**src/design/vrp_pkg.sv**
```systemverilog
// shared types and constants for the vertex rotate/project block
// no dependencies; imported by every module of the block
package vrp_pkg;

    // screen size and focal terms
    localparam int SCREEN_WIDTH  = 1024;
    localparam int SCREEN_HEIGHT = 768;
    localparam logic signed [13:0] HALF_W = 14'(SCREEN_WIDTH / 2);
    localparam logic signed [13:0] HALF_H = 14'(SCREEN_HEIGHT / 2);

    // widths
    localparam int CFG_W   = 32;
    localparam int COORD_W = 16;
    localparam int TRIG_W  = 18;
    localparam int ROT_W   = 40;
    localparam int SCL_W   = 48;
    localparam int DEN_W   = 49;
    localparam int NUM_W   = 64;
    localparam int QUO_W   = COORD_W + 1;
    localparam int TRY_W   = NUM_W + 2;
    localparam int FRAC_TRIG  = 14;
    localparam int FRAC_SCALE = 16;

    // pipeline depth: rotation 7, projection 3, divider, output register
    localparam int DIV_LAT     = QUO_W + 2;
    localparam int VRP_LATENCY = 10 + DIV_LAT + 1;

    // quarter-wave sine polynomial in q14
    localparam logic [15:0] POLY_A  = 16'd25736;
    localparam logic [15:0] POLY_B  = 16'd10512;
    localparam logic [15:0] POLY_C  = 16'd1160;
    localparam logic [14:0] Q14_ONE = 15'd16384;
    localparam logic [15:0] QUARTER = 16'h4000;
    localparam int TRIG_N = 6;

    // saturation limits
    localparam logic signed [COORD_W-1:0] COORD_MAX = {1'b0, {(COORD_W-1){1'b1}}};
    localparam logic signed [COORD_W-1:0] COORD_MIN = {1'b1, {(COORD_W-1){1'b0}}};
    localparam logic [QUO_W-1:0] QUO_POS_LIM = QUO_W'((1 << (COORD_W - 1)) - 1);
    localparam logic [QUO_W-1:0] QUO_NEG_LIM = QUO_W'(1 << (COORD_W - 1));

    typedef logic signed [TRIG_W-1:0] t_trig;
    typedef logic signed [ROT_W-1:0]  t_rot;
    typedef logic signed [NUM_W-1:0]  t_num;
    typedef logic signed [DEN_W-1:0]  t_den;
    typedef logic signed [COORD_W-1:0] t_coord;
    typedef logic [2:0] t_cfg_idx;

    // register indexes
    typedef enum logic [2:0] {
        REG_ANGLE_X     = 3'd0,
        REG_ANGLE_Y     = 3'd1,
        REG_ANGLE_Z     = 3'd2,
        REG_CAMERA_X    = 3'd3,
        REG_CAMERA_Y    = 3'd4,
        REG_CAMERA_Z    = 3'd5,
        REG_WORLD_SCALE = 3'd6
    } t_cfg_reg;

    // sine sequencer phases
    typedef enum logic [1:0] {
        PH_SQUARE,
        PH_INNER,
        PH_MID,
        PH_SCALE
    } t_trig_phase;

    typedef struct packed {
        t_trig sin_x;
        t_trig cos_x;
        t_trig sin_y;
        t_trig cos_y;
        t_trig sin_z;
        t_trig cos_z;
    } t_trig_set;

    typedef struct packed {
        logic signed [31:0] vertex_x;
        logic signed [31:0] vertex_y;
        logic signed [31:0] vertex_z;
    } t_vertex_in;

    typedef struct packed {
        t_coord screen_x;
        t_coord screen_y;
        logic   depth_zero;
        logic   clipped;
    } t_result;

endpackage

```
**src/design/vrp_div.sv**
```systemverilog
// pipelined restoring divider, one quotient bit per stage, saturating
// depends on vrp_pkg; sign stage, quotient stages and output register, one word per cycle
module vrp_div (
    input  logic           i_clk,
    input  vrp_pkg::t_num  i_num,
    input  vrp_pkg::t_den  i_den,
    output vrp_pkg::t_coord o_value,
    output logic           o_clip
);
    import vrp_pkg::*;

    logic [NUM_W-1:0] r_rem [0:QUO_W];
    logic [DEN_W-1:0] r_den [0:QUO_W];
    logic [QUO_W-1:0] r_quo [0:QUO_W];
    logic             r_neg [0:QUO_W];
    logic             r_ovf [0:QUO_W];
    t_coord           r_value;
    logic             r_clip;

    logic [NUM_W-1:0] w_abs_num;
    logic [DEN_W-1:0] w_abs_den;
    logic [QUO_W-1:0] w_quo;

    // magnitudes
    assign w_abs_num = i_num[NUM_W-1] ? NUM_W'(-i_num) : NUM_W'(i_num);
    assign w_abs_den = i_den[DEN_W-1] ? DEN_W'(-i_den) : DEN_W'(i_den);
    assign w_quo     = r_quo[QUO_W];

    always_ff @(posedge i_clk) begin
        // sign and overflow stage
        r_rem[0] <= w_abs_num;
        r_den[0] <= w_abs_den;
        r_quo[0] <= '0;
        r_neg[0] <= i_num[NUM_W-1] ^ i_den[DEN_W-1];
        r_ovf[0] <= TRY_W'(w_abs_num) >= {w_abs_den, {QUO_W{1'b0}}};

        // one quotient bit per stage, msb first
        for (int k = 1; k <= QUO_W; k++) begin
            if (TRY_W'(r_rem[k-1]) >= (TRY_W'(r_den[k-1]) << (QUO_W - k))) begin
                r_rem[k] <= NUM_W'(TRY_W'(r_rem[k-1]) - (TRY_W'(r_den[k-1]) << (QUO_W - k)));
                r_quo[k] <= {r_quo[k-1][QUO_W-2:0], 1'b1};
            end else begin
                r_rem[k] <= r_rem[k-1];
                r_quo[k] <= {r_quo[k-1][QUO_W-2:0], 1'b0};
            end
            r_den[k] <= r_den[k-1];
            r_neg[k] <= r_neg[k-1];
            r_ovf[k] <= r_ovf[k-1];
        end

        // sign and saturation
        if (r_ovf[QUO_W]) begin
            r_clip  <= 1'b1;
            r_value <= r_neg[QUO_W] ? COORD_MIN : COORD_MAX;
        end else if (!r_neg[QUO_W]) begin
            r_clip  <= w_quo > QUO_POS_LIM;
            r_value <= (w_quo > QUO_POS_LIM) ? COORD_MAX : t_coord'(w_quo[COORD_W-1:0]);
        end else begin
            r_clip  <= w_quo > QUO_NEG_LIM;
            r_value <= (w_quo > QUO_NEG_LIM) ? COORD_MIN : t_coord'(COORD_W'(~w_quo + 1'b1));
        end
    end

    assign o_value = r_value;
    assign o_clip  = r_clip;

endmodule

```
**config.mk**
```make
export PLATFORM = sky130hd
export DESIGN_NAME = vrp_div
export DESIGN_NICKNAME = d
export VERILOG_FILES = /design/src/design/vrp_pkg.sv /design/src/design/vrp_div.sv
export SDC_FILE = /design/constraint.sdc
export NUM_CORES = 2
export LEC_CHECK = 0
export ABC_CLOCK_PERIOD_IN_PS = 6700
export BUFFER_PORTS_ARGS = -buffer_cell sky130_fd_sc_hd__buf_4
export CAP_MARGIN = 20
export CORE_MARGIN = 5
export CORE_UTILIZATION = 40
export CTS_CLUSTER_SIZE = 40
export DETAILED_ROUTE_END_ITERATION = 10
export GPL_TIMING_DRIVEN = 0
export HOLD_SLACK_MARGIN = 0.03
export MAX_ROUTING_LAYER = met4
export PLACE_DENSITY = 0.64
export SETUP_SLACK_MARGIN = 0.5
export SLEW_MARGIN = 20
export SYNTH_ARGS = -nofsm -noshare
export SYNTH_HDL_FRONTEND = slang
export SYNTH_SLANG_ARGS = --single-unit
```
**constraint.sdc**
```tcl
create_clock -name i_clk -period 6.7 [get_ports i_clk]
set_input_delay 1.34 -clock i_clk [delete_from_list [all_inputs] [get_ports i_clk]]
set_output_delay 1.34 -clock i_clk [all_outputs]
set_load 0.1 [all_outputs]
```
==> metrics <==
relative slew slack 20.3%; drt wl/cell around 18 um; Clk network pwr share 20.0%; hold_ws 0.310 ns; Boundary Pins between 100 and 150; Clock Skew 0.0415 ns; Net Sw Power 26.3 mW; r2r startpoint r_den[15][22]$_DFF_P_; CTS max path bufs 3; number of global-route vias before repair 84532; clk sinks 2127; LEAKAGE 53.7 nW; hold_sp r_quo[2][19]$_DFF_P_; drt drc 0; Crit path largest cell delay between 0.5 and 0.6 ns; CTS Hold Bufs 0; 1st-iter DRT viols around 4000; final max-slew violation count 0; Clk Latency, worst-skew pair 0.86 ns; Root Driver clkbuf_16; drt pass-1 iters 5; Layout Cells excl Fill between 15000 and 20000; main combinational cell family by area after synthesis compound AO/OA/AOI/OAI gates; total clock buffers created by CTS roughly 220; Syn. warnings 0; Rows 188; Die ar. 274000 um^2; Post-layout nets ~14000; post-synthesis xor/xnor area fraction 7.68%; Starting Density 40.2%; pwr/cell area between 500 and 600 nW/um^2; FMAX 155 MHz; RR Endpoint r_rem[8][20]$_DFF_P_; Critical Path Sink Type flop; synthesized area 105000 um^2; layout cell share with drive strength beyond 1 under 10%; Post-Synth Adder-Cell Area 10.8%; Final setup viols 0; worst-case reg-to-reg path depth 14; largest net degree at the start of global routing 17; syn_area_per_cell approximately 8.7 um^2; final antenna-violating net count 0; hold path depth 0; Hold Path Class reg2reg; top cell type's share of synthesized area about two fifths; H-tree Lvls 4; period utilization 96.3%; Crit Path Max Fanout 5; WHS Endpoint r_quo[3][3]$_DFF_P_; Compound-Gate Fraction of Synth Area 20.5%; share of power burned in registers 29.7%; Yosys top cell by area dfxtp_1; via/cell ratio 5.12; filler instances around 26000; post-synth net total 13116; Final GP Congestion 0.978; synthesized flop and latch total approximately 2100; Post-Synthesis Cells 12103; slowest CP cell or4_1; clk slew on worst S/H paths 0.06 ns; total length of routed wires about 290000 um; Final Hold Fails 0; share of the yosys chip area belonging to registers 40.4%; area share of and/or/nand/nor cells after synthesis 13.4%; DP HPWL 235000 um; Chip Height about 520 um; Internal around 38 mW; Setup TNS Final 0 ns; IR Drop Worst-Case VDD 0.000283 V; antenna violations before repair 0; ANT cells 0; switching share of power ~41%; Crit Path Class in2reg; crit start category primary input; CTS tree done; CP required roughly 7.4 ns; aggregate global-route resource usage 21.2%; minimum clock period 6.45 ns; post-synthesis mux area share under 10%; Cell variety after synth 86; DR vias 82892; Post-synth ARST share 0%; measured slew at the worst slew-check pin 1.20 ns; max cap viols 0; area growth from synthesis to layout 13.1%; core area 263000 um^2; FF-to-FF setup slack about 0.7 ns; largest cells by area after synthesis dfxtp_1 (40%), ha_1 (10%), a21oi_1 (5.7%); PortBufs 128; cell repeated most along the worst path buf_4; Util after Layout 45.4%; RSZ-0062 raised after global routing yes; first-pass GRT wire length 452000 um; gr ovfl total 0; ys flop type dfxtp_1; combinational power share 50.3%; Worst EP arrival 7.19 ns; Placed Cells 15750; Post-synth EDFFs 0; die span in x 523 um; status completed
-- state kept, by name, summed over array words and instances, names as in the netlist --
| register | flops |
|---|---|
| r_ovf | 18 |
| r_den | 833 |
| r_quo | 153 |
| r_rem | 1088 |
| o_clip | 1 |
| o_value | 16 |
| r_neg | 18 |
-- cell families (layout without fill, tap and decap cells) --
family | count (synthesis) | in the layout
AOI/OAI and AO/OA | 3481 | 3481
and+or+nand+nor | 2962 | 2962
DFF | 2127 | 2127
buffers and inverters | 1543 | 2121
xor gates and xnor gates | 925 | 925
adders and majority gates | 899 | 899
muxes | 166 | 166
-- worst max path at each step --
stage,slack (ns),to,startpoint,depth (start not counted)
after global routing,0.19,r_rem[0][49]$_DFF_P_,i_num[10],33
after CTS,0.16,r_ovf[0]$_DFF_P_,i_num[10],22
after global placement,-1.57,r_ovf[0]$_DFF_P_,i_num[13],21
after floorplan,0.54,r_ovf[0]$_DFF_P_,i_num[13],23
final,0.25,r_rem[0][49]$_DFF_P_,i_num[24],31
after detailed placement,-1.52,r_ovf[0]$_DFF_P_,i_num[13],21
-- layout make-up --
type | count | area, um^2 | share of cell area [%]
clock inverters | 102 | 1440 | 1.21
well taps | 3515 | 4400 | 3.69
repair buffers | 166 | 1260 | 1.06
flip-flops and latches | 2127 | 42600 | 35.7
plain buffers | 451 | 1730 | 1.45
multi-input cells | 8433 | 57400 | 48.1
inverters | 1092 | 4100 | 3.44
clock buffers | 310 | 6380 | 5.35
-- metrics by stage --
step	power, mW	setup WS [ns]	area (um^2)
finish	64.2	0.245	119000
floorplan	43.2	0.543	105000
global route	69.4	0.194	119000
global placement	51.3	-1.57	111000
CTS	64.4	0.159	119000
detailed placement	51.2	-1.52	111000
-- cell usage after synthesis, types with 55 or more instances --
library cell / number
clkbuf_1: 407
o21bai_1: 142
nand3_1: 166
nor2b_1: 104
nand2_1: 903
o211ai_1: 55
a21oi_1: 1197
o21a_1: 94
o21ai_0: 766
o31ai_1: 72
xnor2_1: 536
a211oi_1: 68
inv_1: 1092
dfxtp_1: 2127
mux2_2: 160
a31oi_1: 105
nand2b_1: 97
nor3_1: 154
a21o_1: 563
nor4_1: 81
nor2_1: 846
nand4_1: 213
or3_1: 70
ha_1: 883
xor2_1: 389
and3_1: 69
-- power by group through the flow --
stage	combinational, mW	clock (mW)	sequential (mW)
after detailed placement	31.9	0	19.3
final	32.3	12.9	19.1
after floorplan	24.7	0	18.5
after global routing	36.1	13.8	19.5
after global placement	31.9	0	19.3
after CTS	32.1	13.2	19.1
-- per-layer routing --
layer / vias to the layer above / routed length, um / global-route usage (%)
li1: 43036 / - / -
met1: 37279 / 114000 / 21.7
met2: 1754 / 142000 / 37.8
met3: 823 / 8100 / 2.22
met4: 0 / 24400 / 14.9
met5: - / 0 / -
-- timing repair --
item | 4_1_cts | 5_1_grt
pin swaps | 18 | 9
endpoints found under the hold margin | 0 | 0
endpoints found under the setup margin | 51 | 9
buffers inserted | 28 | 6
resized for setup | 34 | 20
-- cell usage in the layout, fill, tap and decap left out, types with 48 or more instances in the layout --
cell / Yosys / layout
nor4_1: 81 / 77
buf_4: 1 / 161
nor2_1: 846 / 845
o21ai_0: 766 / 762
nand2_1: 903 / 901
nand2b_1: 97 / 97
and3_1: 69 / 69
o211ai_1: 55 / 55
xnor2_1: 536 / 535
clkbuf_16: 0 / 223
a21o_1: 563 / 563
or3_1: 70 / 66
nand4_1: 213 / 213
nand3_1: 166 / 165
mux2_2: 160 / 160
inv_1: 1092 / 1092
o21bai_1: 142 / 142
a211oi_1: 68 / 68
nor3_1: 154 / 151
a31oi_1: 105 / 104
xor2_1: 389 / 389
dfxtp_1: 2127 / 2127
clkbuf_1: 407 / 440
ha_1: 883 / 881
o21a_1: 94 / 94
or2_2: 48 / 48
o31ai_1: 72 / 67
nor2b_1: 104 / 104
a21oi_1: 1197 / 1197
-- critical path, delay by kind of cell --
kind | cells | cell delay (ns)
AOI/OAI and AO/OA | 1 | 0.21
xor gates and xnor gates | 1 | 0.13
buffers and inverters | 23 | 2.87
and+or+nand+nor | 6 | 2.63
(Power assumes the default switching activity.)
