**config.mk**
```make
export PLATFORM = sky130hd
export DESIGN_NAME = vrp_trig
export DESIGN_NICKNAME = d
export VERILOG_FILES = /design/src/design/vrp_pkg.sv /design/src/design/vrp_trig.sv
export SDC_FILE = /design/constraint.sdc
export NUM_CORES = 2
export LEC_CHECK = 0
export ABC_AREA = 1
export BUFFER_PORTS_ARGS = -buffer_cell sky130_fd_sc_hd__buf_4
export CORE_MARGIN = 2
export CORE_UTILIZATION = 59
export DETAILED_ROUTE_END_ITERATION = 8
export HOLD_SLACK_MARGIN = 0.03
export PLACE_DENSITY = 0.9
export SYNTH_ARGS = -nofsm -noshare
export SYNTH_HDL_FRONTEND = slang
export SYNTH_SLANG_ARGS = --single-unit
```
**constraint.sdc**
```tcl
create_clock -name i_clk -period 6.6 [get_ports i_clk]
set_input_delay 0.33 -clock i_clk [delete_from_list [all_inputs] [get_ports i_clk]]
set_output_delay 0.33 -clock i_clk [all_outputs]
set_load 0.02 [all_outputs]
```
**src/design/vrp_pkg.sv**
```systemverilog
// shared types and constants for the vertex rotate/project block
// no dependencies; imported by every module of the block
package vrp_pkg;

    // screen size and focal terms
    localparam int SCREEN_WIDTH  = 1024;
    localparam int SCREEN_HEIGHT = 768;
    localparam logic signed [13:0] HALF_W = 14'(SCREEN_WIDTH / 2);
    localparam logic signed [13:0] HALF_H = 14'(SCREEN_HEIGHT / 2);

    // widths
    localparam int CFG_W   = 32;
    localparam int COORD_W = 16;
    localparam int TRIG_W  = 18;
    localparam int ROT_W   = 40;
    localparam int SCL_W   = 48;
    localparam int DEN_W   = 49;
    localparam int NUM_W   = 64;
    localparam int QUO_W   = COORD_W + 1;
    localparam int TRY_W   = NUM_W + 2;
    localparam int FRAC_TRIG  = 14;
    localparam int FRAC_SCALE = 16;

    // pipeline depth: rotation 7, projection 3, divider, output register
    localparam int DIV_LAT     = QUO_W + 2;
    localparam int VRP_LATENCY = 10 + DIV_LAT + 1;

    // quarter-wave sine polynomial in q14
    localparam logic [15:0] POLY_A  = 16'd25736;
    localparam logic [15:0] POLY_B  = 16'd10512;
    localparam logic [15:0] POLY_C  = 16'd1160;
    localparam logic [14:0] Q14_ONE = 15'd16384;
    localparam logic [15:0] QUARTER = 16'h4000;
    localparam int TRIG_N = 6;

    // saturation limits
    localparam logic signed [COORD_W-1:0] COORD_MAX = {1'b0, {(COORD_W-1){1'b1}}};
    localparam logic signed [COORD_W-1:0] COORD_MIN = {1'b1, {(COORD_W-1){1'b0}}};
    localparam logic [QUO_W-1:0] QUO_POS_LIM = QUO_W'((1 << (COORD_W - 1)) - 1);
    localparam logic [QUO_W-1:0] QUO_NEG_LIM = QUO_W'(1 << (COORD_W - 1));

    typedef logic signed [TRIG_W-1:0] t_trig;
    typedef logic signed [ROT_W-1:0]  t_rot;
    typedef logic signed [NUM_W-1:0]  t_num;
    typedef logic signed [DEN_W-1:0]  t_den;
    typedef logic signed [COORD_W-1:0] t_coord;
    typedef logic [2:0] t_cfg_idx;

    // register indexes
    typedef enum logic [2:0] {
        REG_ANGLE_X     = 3'd0,
        REG_ANGLE_Y     = 3'd1,
        REG_ANGLE_Z     = 3'd2,
        REG_CAMERA_X    = 3'd3,
        REG_CAMERA_Y    = 3'd4,
        REG_CAMERA_Z    = 3'd5,
        REG_WORLD_SCALE = 3'd6
    } t_cfg_reg;

    // sine sequencer phases
    typedef enum logic [1:0] {
        PH_SQUARE,
        PH_INNER,
        PH_MID,
        PH_SCALE
    } t_trig_phase;

    typedef struct packed {
        t_trig sin_x;
        t_trig cos_x;
        t_trig sin_y;
        t_trig cos_y;
        t_trig sin_z;
        t_trig cos_z;
    } t_trig_set;

    typedef struct packed {
        logic signed [31:0] vertex_x;
        logic signed [31:0] vertex_y;
        logic signed [31:0] vertex_z;
    } t_vertex_in;

    typedef struct packed {
        t_coord screen_x;
        t_coord screen_y;
        logic   depth_zero;
        logic   clipped;
    } t_result;

endpackage

```
**src/design/vrp_trig.sv**
```systemverilog
// sine/cosine sequencer: six q4.14 factors from three binary angles
// depends on vrp_pkg; one multiply step per phase, four phases per factor
module vrp_trig (
    input  logic                i_clk,
    input  logic                i_rst_n,
    input  logic                i_load,
    input  logic [15:0]         i_angle_x,
    input  logic [15:0]         i_angle_y,
    input  logic [15:0]         i_angle_z,
    output logic                o_busy,
    output vrp_pkg::t_trig_set  o_trig
);
    import vrp_pkg::*;

    t_trig_phase r_ph, n_ph;
    logic        r_run, n_run;
    logic [2:0]  r_idx, n_idx;
    logic [14:0] r_t, n_t;
    logic [15:0] r_t2, n_t2;
    logic [15:0] r_k, n_k;
    logic        r_neg, n_neg;
    t_trig       r_val [0:TRIG_N-1];

    logic [15:0] w_base;
    logic [15:0] w_ang;
    logic [14:0] w_t;
    logic [16:0] w_s;
    t_trig       w_val;
    logic        w_wr;

    // angle of the current entry: odd entries are cosines
    always_comb begin
        case (r_idx[2:1])
            2'd0:    w_base = i_angle_x;
            2'd1:    w_base = i_angle_y;
            default: w_base = i_angle_z;
        endcase
        w_ang = w_base + (r_idx[0] ? QUARTER : 16'd0);
        w_t   = w_ang[14] ? 15'(Q14_ONE - {1'b0, w_ang[13:0]}) : {1'b0, w_ang[13:0]};
        w_s   = 17'((32'(r_t) * 32'(r_k)) >> FRAC_TRIG);
        w_val = r_neg ? -t_trig'({1'b0, w_s}) : t_trig'({1'b0, w_s});
    end

    // phase register
    always_ff @(posedge i_clk) begin
        if (!i_rst_n) begin
            r_ph  <= PH_SQUARE;
            r_run <= 1'b0;
            r_idx <= '0;
        end else begin
            r_ph  <= n_ph;
            r_run <= n_run;
            r_idx <= n_idx;
        end
    end

    // next phase and one multiply per phase
    always_comb begin
        n_ph  = r_ph;
        n_run = r_run;
        n_idx = r_idx;
        n_t   = r_t;
        n_t2  = r_t2;
        n_k   = r_k;
        n_neg = r_neg;
        w_wr  = 1'b0;
        if (i_load) begin
            n_run = 1'b1;
            n_idx = '0;
            n_ph  = PH_SQUARE;
        end else if (r_run) begin
            case (r_ph)
                PH_SQUARE: begin
                    n_t   = w_t;
                    n_neg = w_ang[15];
                    n_t2  = 16'((32'(w_t) * 32'(w_t)) >> FRAC_TRIG);
                    n_ph  = PH_INNER;
                end
                PH_INNER: begin
                    n_k  = 16'(32'(POLY_B) - ((32'(POLY_C) * 32'(r_t2)) >> FRAC_TRIG));
                    n_ph = PH_MID;
                end
                PH_MID: begin
                    n_k  = 16'(32'(POLY_A) - ((32'(r_t2) * 32'(r_k)) >> FRAC_TRIG));
                    n_ph = PH_SCALE;
                end
                PH_SCALE: begin
                    w_wr = 1'b1;
                    n_ph = PH_SQUARE;
                    if (r_idx == 3'(TRIG_N - 1)) begin
                        n_run = 1'b0;
                    end else begin
                        n_idx = r_idx + 3'd1;
                    end
                end
                default: n_ph = PH_SQUARE;
            endcase
        end
    end

    // working registers
    always_ff @(posedge i_clk) begin
        r_t   <= n_t;
        r_t2  <= n_t2;
        r_k   <= n_k;
        r_neg <= n_neg;
    end

    // factor table, reset to angle zero
    always_ff @(posedge i_clk) begin
        if (!i_rst_n) begin
            for (int i = 0; i < TRIG_N; i++) begin
                r_val[i] <= (i % 2 == 1) ? t_trig'({1'b0, Q14_ONE}) : '0;
            end
        end else if (w_wr) begin
            r_val[r_idx] <= w_val;
        end
    end

    assign o_busy       = r_run;
    assign o_trig.sin_x = r_val[0];
    assign o_trig.cos_x = r_val[1];
    assign o_trig.sin_y = r_val[2];
    assign o_trig.cos_y = r_val[3];
    assign o_trig.sin_z = r_val[4];
    assign o_trig.cos_z = r_val[5];

endmodule

```
==> impl_metrics.yaml, run 1 <==
placed_design:
  place_congestion: 0.988
  post-place-cells: 5242
  io_buffers: 159
  placed_cell_area_mm2: 0.0368
  dp_hpwl_um: 78100
synth:
  syn_inst: 4180
  async_flop_share_pct: 0
  synth_flop_cell: "edfxtp_1"
  avgSynthCellArea_um2: 7.79
  synthDominantCellAreaShare_pct: 31.6
  synth_cell_types: 60
  synthTopCellsByArea: "fa_1, edfxtp_1, ha_1"
  synth_edf_count: 156
  netlist_area_mm2: 0.0326
  yosys.area.top_type: "fa_1"
  ys_seq_elements: 162
  yosysSeqAreaShare_pct: 14.8
  synth_warnings: 0
floorplan:
  die_x_um: 239
  num_rows: 86
  start_util_pct: 59.3
  io_pins: 160
  die_height_um: 239
run_status:
  error_line: "[ERROR GRT-0232] Routing congestion too high. Check the congestion heatmap in the GUI."
  run_status: "aborted with a tool error"
  lastStage: "global routing"
clock_network:
  clockBufferDepth: 2
  cts_buffers: 17
  root_buffer: "clkbuf_16"
  htreeDepth: 4
  numClockSinks: 162
sta:
  worst_endpoint: "r_t2[15]$_DFFE_PP_/D"
  worst-ep-kind: "register input"
global_routing:
  grt_max_degree: 33
  grt_util_all_layers_pct: 72.0
  grt_overflow: 223
[synthesized netlist by cell type, types with 3 or more instances]
library cell and instances:
buf_1 3, xor2_1 34, nor2_4 4, nand3_1 122, nand3_2 13, clkbuf_1 110, nor3_1 31, nand4_1 21
buf_2 10, dfxtp_1 6, nand2_2 15, inv_2 11, inv_1 1104, and2_1 4, a31oi_1 9, clkinv_1 8
a21o_1 7, fa_1 514, nand3b_1 13, o21ai_0 64, ha_1 332, xnor2_1 10, buf_6 3, o21bai_1 11
and3_1 6, nor2_1 297, o21ai_1 7, nor2_2 13, a21oi_1 131, nand2_1 1061, edfxtp_1 156, o21a_1 8
o21ai_2 4
[metrics by stage]
step | hold slack [ns] | setup WS [ns] | setup TNS (ns)
after global placement | 0.494 | -0.0952 | -1.09
after detailed placement | 0.527 | -0.318 | -13.34
after CTS | 0.174 | -0.0600 | -0.118
after floorplan | 0.472 | 0.00180 | 0
[routing by layer]
layer | global-route usage [%] | overflow
met3 | 63.5 | 12
met1 | 70.3 | 17
met4 | 71.7 | 87
met2 | 83.5 | 105
met5 | 44.5 | 2
[timing repair]
action / 4_1_cts
cloned: 2
setup endpoints to repair: 109
pin swaps: 77
hold buffers: 0
gates resized for setup: 202
buffers inserted: 45
[cells by family after synthesis]
logic type      after synthesis  share of synthesized area [%]
xor+xnor                     49                           1.50
buf+inv                    1253                           14.6
other cells                   2                         0.0231
flops                       162                           14.8
compound gates              258                           4.45
simple gates               1610                           20.3
fa+ha+maj                   846                           44.3
==> inputs of run 2 (changes only) <==
Settings changed: CORE_UTILIZATION 59 to 40, HOLD_SLACK_MARGIN 0.03 to default, PLACE_DENSITY 0.9 to default, PLACE_DENSITY_LB_ADDON from default to 0.15.
Clock period 6.6 ns to 8.6 ns, I/O delays scaled along.
==> run 2 against run 1 <==
Against the previous run: the run now ends clean; area after synthesis unchanged; synthesized cell count unchanged.
==> impl_metrics.yaml, run 2 <==
drt:
  routed_wl_um: 89100
  wl_met3_um: 3800
  wl_met1_um: 42100
  vias_per_cell: 4.83
  first_pass_iters: 6
  highest_layer: "met4"
  drt-initial-drc-count: 1602
  drc: 0
  antenna_left: 0
  wl_met2_um: 41800
  avgRoutedWirePerCell_um: 16.6
  vias: 25900
setup_path:
  path_buf_inv: 9
  crit_family: "adder cells"
  start_kind: "flop"
  endpoint_kind: "flop"
  crit_type: "reg2reg"
  cp_max_fo: 13
  max_stage_delay_ns: 0.58
  arrival_ns: 7.99
  crit_top_cell: "inv_1"
  cp.required_ns: 8.79
  crit_slowest_cell: "fa_1"
finish:
  num-fill-cells: 8263
  final_cell_mix: "inv_1, nand2_1, fa_1"
  regMostFlops: "r_val"
  final_cell_area_mm2: 0.0357
  reg_top3: "r_val: 108 flops, r_k: 16 flops, r_t2: 16 flops"
  area_growth_syn_to_layout_pct: 9.53
  final_nets: 5190
  multi_input_area_mm2: 0.0230
  final_common_cell: "inv_1"
  drive_gt1_share_pct: 7.66
  largest_reg_flops: 108
  regArea_mm2: 0.00480
sta:
  setup_viol: 0
  hold_violations: 0
  tns_ns: 0
  finClkSkew_ns: 0.0246
  max_slew_margin_pct: 23.5
  tightest_slew_ns: 1.15
  slew_violations: 0
  period_share_pct: 90.7
  rsz0062_at_grt: "false"
  fin_crit_ns: 7.80
  fmax_mhz: 128
synth:
  synth_edf_count: 156
  avgSynthCellArea_um2: 7.79
  synth_fa_ha_area_share_pct: 44.3
  muxShareOfSynthArea_pct: 0
  yosysSeqAreaShare_pct: 14.8
  syn_inst: 4180
  synth-compound-area-share_pct: 4.45
  yosys-top-cells-count: "inv_1, nand2_1, fa_1"
  yosys.area.top_type: "fa_1"
  synthSimpleGateAreaFrac_pct: 20.3
  async_flop_share_pct: 0
  netlist_area_mm2: 0.0326
  synthTopCellsByArea: "fa_1, edfxtp_1, ha_1"
  synth_cell_types: 60
  synth_warnings: 0
  synthDominantCellAreaShare_pct: 31.6
  synth_top_family_by_area: "adder cells"
  ys_seq_elements: 162
  synth_xor_area_share_pct: 1.50
  synth_flop_cell: "edfxtp_1"
  synth_most_common_cell: "inv_1"
floorplan:
  die_height_um: 289
  io_pins: 160
  start_util_pct: 40.4
  die_x_um: 289
  core_area_mm2: 0.0805
  dieArea_mm2: 0.0837
  num_rows: 104
clock_network:
  cts_buffers: 17
  cts_setup_buffers: 0
  path_clk_slew_ns: 0.08
  clockBufferDepth: 2
  root_buffer: "clkbuf_16"
  insertion_delay_ns: 0.47
  cts_hold_buf: 0
  ctsResizeCount: 0
  htreeDepth: 4
  numClockSinks: 162
  cts_tree: "done"
placed_design:
  place_congestion: 0.923
  placed_cell_area_mm2: 0.0350
  io_buffers: 159
  dp_hpwl_um: 75100
hold_path:
  hold_path_class: "in2reg"
global_routing:
  grt_pass1_wl_um: 144000
  grt_overflow: 0
  grt_util_all_layers_pct: 22.0
  grt_antenna_before_repair: 2
  grt_max_degree: 33
  grt_pass1_vias: 26300
flow_run:
  cap_viol_max_count: 0
run_status:
  run_status: "finished clean"
==> run 2: final timing paths <==
| check | from | to | slack, ns | cells past startpoint |
|---|---|---|---|---|
| max | r_idx[1] | r_t2[15] | 0.80 | 31 |
| min | i_load | o_busy | 0.26 | 3 |
| max reg2reg | r_idx[1] | r_t2[15] | 0.80 | 31 |
| min reg2reg | r_ph[1] | r_ph[1] | 0.52 | 2 |
==> run 2: area by class of cell <==
type | instances | area share [%]
Sequential cell | 162 | 13.5
Tap cell | 1060 | 3.72
Clock buffer | 17 | 1.19
Antenna cell | 1 | 0.00702
Timing Repair Buffer | 216 | 4.55
Clock inverter | 15 | 0.635
Multi-Input combinational cell | 2772 | 64.6
Inverter | 1124 | 11.8
==> run 2: tightest hold or removal path, delay by kind of cell <==
family | cells | cell delay, ns
compound gates | 1 | 0.06
buf+inv | 2 | 0.19
==> run 2: cell families after synthesis <==
family,count (synthesis)
buffers and inverters,1253
and+or+nand+nor,1610
other,2
xor gates and xnor gates,49
DFF,162
adders and majority gates,846
AOI/OAI and AO/OA,258
==> run 2: routing by layer <==
layer,vias to the layer above,track usage (%)
met4,0,4.10
met5,-,0
met1,12700,31.9
li1,12600,-
met2,539,36.3
met3,62,1.78
==> run 2: per-stage QoR <==
| step | std cells | setup slack [ns] | util [%] | hold slack (ns) |
|---|---|---|---|---|
| final | 5367 | 0.796 | 44.3 | 0.261 |
| after global placement | 5334 | 0.898 | 43.5 | 0.501 |
| after CTS | 5366 | 0.768 | 44.3 | 0.251 |
| after detailed placement | 5334 | 0.772 | 43.5 | 0.503 |
| after floorplan | 4187 | 1.62 | - | 0.472 |
| after global routing | 5367 | 0.271 | 44.3 | 0.286 |
Power of run 2 is left out: the tool's default activity adds up to more than one toggle a clock period on the data nets, which glitch-free logic cannot reach.
